[src/sv/glzw_pkg.sv]
// ---------------------------------------------------------------------------
// glzw_pkg
// Shared types, constants and helpers for the GIF LZW decoder.
// ---------------------------------------------------------------------------
package glzw_pkg;

    localparam int MAX_CODE_BITS = 12;
    localparam int TABLE_SIZE    = 1 << MAX_CODE_BITS;
    localparam int TABLE_AW      = MAX_CODE_BITS;
    localparam int NFC_W         = MAX_CODE_BITS + 1;
    localparam int STACK_DEPTH   = 4096;
    localparam int STACK_AW      = $clog2(STACK_DEPTH);
    localparam int STACK_CW      = STACK_AW + 1;
    localparam int BUF_BITS      = 20;
    localparam int BITCNT_W      = 5;
    localparam int CW_W          = 4;
    localparam int FEED_LIMIT    = BUF_BITS - 8;
    localparam int MCS_MIN       = 2;
    localparam int MCS_MAX       = 8;
    localparam logic [3:0] MCS_RESET = 4'd8;

    typedef enum logic [1:0] {
        CMD_FEED    = 2'd0,
        CMD_FETCH   = 2'd1,
        CMD_RESTART = 2'd2,
        CMD_NONE    = 2'd3
    } t_cmd;

    typedef enum logic [2:0] {
        STS_OK    = 3'd0,
        STS_MORE  = 3'd1,
        STS_END   = 3'd2,
        STS_BAD   = 3'd3,
        STS_FULL  = 3'd4,
        STS_TRUNC = 3'd5
    } t_status;

    typedef enum logic [1:0] {
        DONE_ACTIVE = 2'd0,
        DONE_END    = 2'd1,
        DONE_BAD    = 2'd2,
        DONE_TRUNC  = 2'd3
    } t_done;

    typedef enum logic [2:0] {
        S_IDLE,
        S_CHECK,
        S_POP,
        S_DECODE,
        S_WALK_RD,
        S_WALK_PUSH,
        S_UPDATE
    } t_state;

    typedef struct packed {
        logic [1:0] cmd;
        logic [7:0] data_byte;
        logic       last_byte;
    } t_req;

    typedef struct packed {
        logic [2:0] status;
        logic [7:0] color_index;
    } t_rsp;

    // Commands from controller to datapath
    typedef struct packed {
        logic    feed;
        logic    restart;
        logic    pop;
        logic    take_code;
        logic    init_dict;
        logic    first_code;
        logic    walk_norm;
        logic    walk_kwk;
        logic    walk_read;
        logic    walk_push;
        logic    push_root;
        logic    update;
        logic    stack_clear;
        logic    set_done;
        t_done   done_val;
        logic    resp;
        t_status resp_status;
        logic    resp_color;
    } t_dp_cmd;

    // Status from datapath to controller
    typedef struct packed {
        t_done done;
        logic  buf_full;
        logic  stack_nonempty;
        logic  stack_full;
        logic  bits_short;
        logic  input_ended;
        logic  prev_valid;
        logic  code_is_end;
        logic  code_is_clear;
        logic  code_ge_cc;
        logic  code_gt_nfc;
        logic  code_eq_nfc;
        logic  walk_ge_cc;
    } t_dp_stat;

    function automatic logic [3:0] eff_mcs(input logic [3:0] mcs);
        logic [3:0] res;
        res = mcs;
        if (mcs < 4'(MCS_MIN)) res = 4'(MCS_MIN);
        if (mcs > 4'(MCS_MAX)) res = 4'(MCS_MAX);
        return res;
    endfunction

    function automatic t_status done_status(input t_done d);
        t_status res;
        unique case (d)
            DONE_END: res = STS_END;
            DONE_BAD: res = STS_BAD;
            default:  res = STS_TRUNC;
        endcase
        return res;
    endfunction

endpackage

[src/sv/glzw_ctrl.sv]
// ---------------------------------------------------------------------------
// glzw_ctrl
// Sequencer for request handling, code decode and dictionary walk.
// ---------------------------------------------------------------------------
module glzw_ctrl import glzw_pkg::*; (
    input  logic     i_clk,
    input  logic     i_rst_n,
    input  logic     i_start,
    input  t_cmd     i_cmd,
    input  t_dp_stat i_stat,
    output t_dp_cmd  o_ctl,
    output logic     o_busy
);

    t_state r_state;
    t_state n_state;

    always_ff @(posedge i_clk) begin
        if (!i_rst_n) begin
            r_state <= S_IDLE;
        end else begin
            r_state <= n_state;
        end
    end

    assign o_busy = (r_state != S_IDLE);

    // Next state
    always_comb begin
        n_state = r_state;
        unique case (r_state)
            S_IDLE: begin
                if (i_start && i_cmd == CMD_FETCH && i_stat.done == DONE_ACTIVE) begin
                    n_state = S_CHECK;
                end
            end
            S_CHECK: begin
                if (i_stat.stack_nonempty) n_state = S_POP;
                else if (i_stat.bits_short) n_state = S_IDLE;
                else n_state = S_DECODE;
            end
            S_POP: n_state = S_IDLE;
            S_DECODE: begin
                if (i_stat.code_is_end) n_state = S_IDLE;
                else if (i_stat.code_is_clear) n_state = S_CHECK;
                else if (!i_stat.prev_valid) begin
                    n_state = i_stat.code_ge_cc ? S_IDLE : S_CHECK;
                end else if (i_stat.code_gt_nfc) n_state = S_IDLE;
                else n_state = S_WALK_RD;
            end
            S_WALK_RD: begin
                if (i_stat.walk_ge_cc) n_state = S_WALK_PUSH;
                else if (i_stat.stack_full) n_state = S_IDLE;
                else n_state = S_UPDATE;
            end
            S_WALK_PUSH: n_state = i_stat.stack_full ? S_IDLE : S_WALK_RD;
            S_UPDATE: n_state = S_CHECK;
            default: n_state = S_IDLE;
        endcase
    end

    // Datapath commands
    always_comb begin
        o_ctl = '0;
        o_ctl.done_val    = DONE_ACTIVE;
        o_ctl.resp_status = STS_OK;
        unique case (r_state)
            S_IDLE: begin
                if (i_start) begin
                    unique case (i_cmd)
                        CMD_FEED: begin
                            o_ctl.resp = 1'b1;
                            if (i_stat.done != DONE_ACTIVE) begin
                                o_ctl.resp_status = done_status(i_stat.done);
                            end else if (i_stat.buf_full) begin
                                o_ctl.resp_status = STS_FULL;
                            end else begin
                                o_ctl.feed = 1'b1;
                            end
                        end
                        CMD_FETCH: begin
                            if (i_stat.done != DONE_ACTIVE) begin
                                o_ctl.resp        = 1'b1;
                                o_ctl.resp_status = done_status(i_stat.done);
                            end
                        end
                        CMD_RESTART: begin
                            o_ctl.restart = 1'b1;
                            o_ctl.resp    = 1'b1;
                        end
                        CMD_NONE: o_ctl.resp = 1'b1;
                        default: o_ctl.resp = 1'b1;
                    endcase
                end
            end
            S_CHECK: begin
                if (i_stat.stack_nonempty) begin
                    o_ctl.pop = 1'b1;
                end else if (i_stat.bits_short) begin
                    o_ctl.resp = 1'b1;
                    if (i_stat.input_ended) begin
                        o_ctl.set_done    = 1'b1;
                        o_ctl.done_val    = DONE_TRUNC;
                        o_ctl.resp_status = STS_TRUNC;
                    end else begin
                        o_ctl.resp_status = STS_MORE;
                    end
                end else begin
                    o_ctl.take_code = 1'b1;
                end
            end
            S_POP: begin
                o_ctl.resp       = 1'b1;
                o_ctl.resp_color = 1'b1;
            end
            S_DECODE: begin
                if (i_stat.code_is_end) begin
                    o_ctl.set_done    = 1'b1;
                    o_ctl.done_val    = DONE_END;
                    o_ctl.resp        = 1'b1;
                    o_ctl.resp_status = STS_END;
                end else if (i_stat.code_is_clear) begin
                    o_ctl.init_dict = 1'b1;
                end else if (!i_stat.prev_valid) begin
                    if (i_stat.code_ge_cc) begin
                        o_ctl.set_done    = 1'b1;
                        o_ctl.done_val    = DONE_BAD;
                        o_ctl.resp        = 1'b1;
                        o_ctl.resp_status = STS_BAD;
                    end else begin
                        o_ctl.first_code = 1'b1;
                    end
                end else if (i_stat.code_gt_nfc) begin
                    o_ctl.set_done    = 1'b1;
                    o_ctl.done_val    = DONE_BAD;
                    o_ctl.resp        = 1'b1;
                    o_ctl.resp_status = STS_BAD;
                end else if (i_stat.code_eq_nfc) begin
                    o_ctl.walk_kwk = 1'b1;
                end else begin
                    o_ctl.walk_norm = 1'b1;
                end
            end
            S_WALK_RD: begin
                if (i_stat.walk_ge_cc) begin
                    o_ctl.walk_read = 1'b1;
                end else if (i_stat.stack_full) begin
                    o_ctl.stack_clear = 1'b1;
                    o_ctl.set_done    = 1'b1;
                    o_ctl.done_val    = DONE_BAD;
                    o_ctl.resp        = 1'b1;
                    o_ctl.resp_status = STS_BAD;
                end else begin
                    o_ctl.push_root = 1'b1;
                end
            end
            S_WALK_PUSH: begin
                if (i_stat.stack_full) begin
                    o_ctl.stack_clear = 1'b1;
                    o_ctl.set_done    = 1'b1;
                    o_ctl.done_val    = DONE_BAD;
                    o_ctl.resp        = 1'b1;
                    o_ctl.resp_status = STS_BAD;
                end else begin
                    o_ctl.walk_push = 1'b1;
                end
            end
            S_UPDATE: o_ctl.update = 1'b1;
            default: o_ctl = '0;
        endcase
    end

endmodule

[config.mk]
export PLATFORM = sky130hd
export DESIGN_NAME = glzw_ctrl
export DESIGN_NICKNAME = d
export VERILOG_FILES = /design/src/sv/glzw_pkg.sv /design/src/sv/glzw_ctrl.sv
export SDC_FILE = /design/constraint.sdc
export NUM_CORES = 1
export LEC_CHECK = 0
export BUFFER_PORTS_ARGS = -buffer_cell sky130_fd_sc_hd__buf_2
export CORE_AREA = 2 2 50 43
export DETAILED_ROUTE_END_ITERATION = 10
export DIE_AREA = 0 0 52 45
export GPL_TIMING_DRIVEN = 1
export PLACE_DENSITY = 0.74
export SETUP_SLACK_MARGIN = 0.5
export SLEW_MARGIN = 10
export SYNTH_ARGS = -nofsm -noshare
export SYNTH_HDL_FRONTEND = slang
export SYNTH_SLANG_ARGS = --single-unit
[constraint.sdc]
create_clock -name i_clk -period 1.5 [get_ports i_clk]
set_input_delay 0.075 -clock i_clk [delete_from_list [all_inputs] [get_ports i_clk]]
set_output_delay 0.075 -clock i_clk [all_outputs]
set_load 0.02 [all_outputs]
==> metrics <==
largest cells by area after synthesis=dfxtp_1 10%, a211oi_2 6.3%, ha_1 6.3%; WP data arrival=around 1500 ps; final setup fails=14; via count=861; Cell Chain, Critical Path=nor4b_4 > nand2b_4 > o311ai_4 > buf_6; final core utilization=70.2%; Seq cells post-synth=3; GR Overflow Total=0; Cell Area, Synth=599 um2; post-synth net total=104; period utilisation layout=108%; worst-skew pair later-pin latency=roughly 230 ps; RSZ-0062 raised after global routing=yes; total number of H-tree levels=1; TritonRoute pass-1 iters=4; final std cells w/o fill=159; Syn Inst Count=82; Worst-path clk slew=40 ps; pre-CTS setup slack=between 15 and 20 ps; Detail Placement HPWL=1600 um; # rows=14; Clock Path Buffers=2; post-route antenna net violation count=0; first-pass GRT wire length=3620 um; initial antenna violation count=0; DRT iter0 DRCs=9; die footprint=2340 um2; Detailed Route WL=around 2500 um; Synth area leader=dfxtp_1; gr usage total=21.2%; worst slew pin tran=between 400 and 500 ps; hold_buf cts=0; Syn Area/Cell=~7.3 um2; GPL Wtd Cong=0.777; Highest Clock Rate=618 MHz; final clock skew=about 1.9 ps; final setup margin=-118 ps; CTS tree=built; power consumption=around 380 uW; Ports=41; DRC=0; share of layout cells above drive strength 1=70.4%; biggest regs=r_state: 3 flops; Max-cap violations=0; vias in the first global route=788; Final nets=158; most frequent cells in the layout=22 x buf_2, 16 x buf_6, 13 x buf_4, 8 x inv_1, 5 x nor2b_1; P&R area growth vs syn=111%; port bufs=40; Largest stage delay, worst path=380 ps; Crit Path Class=reg -> out; CTS Buf Count=3; height of the die=45 um; Async SR Flop Fraction=0%; Worst Hold Class=in -> reg; max FFs per register=3; commonest non-fill, non-tap cell in the layout=buf_2; worst-path maximum fanout=8; largest net degree at the start of global routing=9; Slowest cell on crit path=nor4b_4; Netlist cell types=38; # diodes=0; die width=approximately 52 um; Vias/cell=5.42; Pins Over Slew Limit=0; routed len/inst=15.9 um; initial cell density of the core=33.2%; Hold Vio Cnt, Final=0; peak supply drop=0.293 mV; worst hold slack=about 200 ps; CP endpoint kind=primary output; clk root buf=clkbuf_4; Synth Flop Type=dfxtp_1; status=finished with violations; Largest Register=r_state; Slew headroom=69.9%; Syn. warnings=0; failing checks=setup timing; Placed Cells=146; Core Footprint=1800 um2; Post-synth EDFFs=0; sequential-to-total area share from yosys stat=roughly a tenth; Static Leak=0.000603 uW; clk sinks=3; CP startpoint kind=flop; share of the synthesized area in the top cell type=10.0%; PD cells=about 300 nW/um2; Critical Path RT=1420 ps; post-route minimum period=roughly 1600 ps
## power breakdown
group	total, uW	switching, uW	internal, uW
Clock	141	41.8	99.7
Sequential	77.8	1.89	75.9
Combinational	160	88.4	71.3
Total	379	132	247
## cells by family after synthesis
group / share of synthesized area (%)
AOI/OAI and AO/OA: 24.4
adders and majority gates: 6.26
buffers and inverters: 9.39
DFF: 10.0
muxes: 1.88
and+or+nand+nor: 48.0
## Yosys cell counts, types with 2 or more instances
library cell / n
ha_1: 3
o21ai_0: 2
and2_1: 2
nor3_1: 4
nand3_1: 3
and3b_1: 3
dfxtp_1: 3
nor3b_1: 3
nor2_1: 5
nor2b_1: 5
inv_1: 9
nand3b_1: 2
a211oi_2: 3
o21bai_1: 2
nand2_1: 7
nand2b_1: 4
## layout make-up
| class | count | area [um2] |
|---|---|---|
| fillers | 140 | 538 |
| repair buffers | 52 | 408 |
| well taps | 24 | 30.0 |
| flip-flops and latches | 3 | 71.3 |
| clock buffers | 4 | 26.3 |
| inverters | 9 | 36.3 |
| multi-input cells | 67 | 694 |
## through the flow
stage | TNS, ps | cell area [um2]
floorplan | 0 | 764
global placement | 0 | 987
detailed placement | 0 | 987
CTS | -534 | 1190
global route | -1900 | 1270
finish | -811 | 1270
## worst max-delay path: cells and delay by family (launching register included)
family                 cells  cell delay, ps
and+or+nand+nor            2             530
DFF                        1             370
buffers and inverters      1             160
AOI/OAI and AO/OA          1             250
## metal layers
metal | GRT usage (%) | part of all wire, % | vias to the layer above
met1 | 27.0 | 43 | 421
met5 | 0 | 0 | -
met2 | 37.2 | 50 | 28
met4 | 7.89 | 1.9 | 0
met3 | 1.99 | 5.0 | 6
li1 | - | - | 406
## what timing repair did
action,4_1_cts,5_1_grt
pin swaps,9,7
endpoints found under the setup margin,25,25
setup buffers,7,2
gates resized for setup,40,15
## worst paths after layout
kind / from / endpoint / slack (ps) / cells after the start
max: r_state[0] / o_ctl[1] / -120 / 4
min: i_rst_n / r_state[1] / 190 / 3
min reg2reg: r_state[2] / r_state[1] / 790 / 4
max reg2reg: r_state[2] / r_state[0] / -10 / 4
Note: power is estimated with default switching activity, not from simulation.
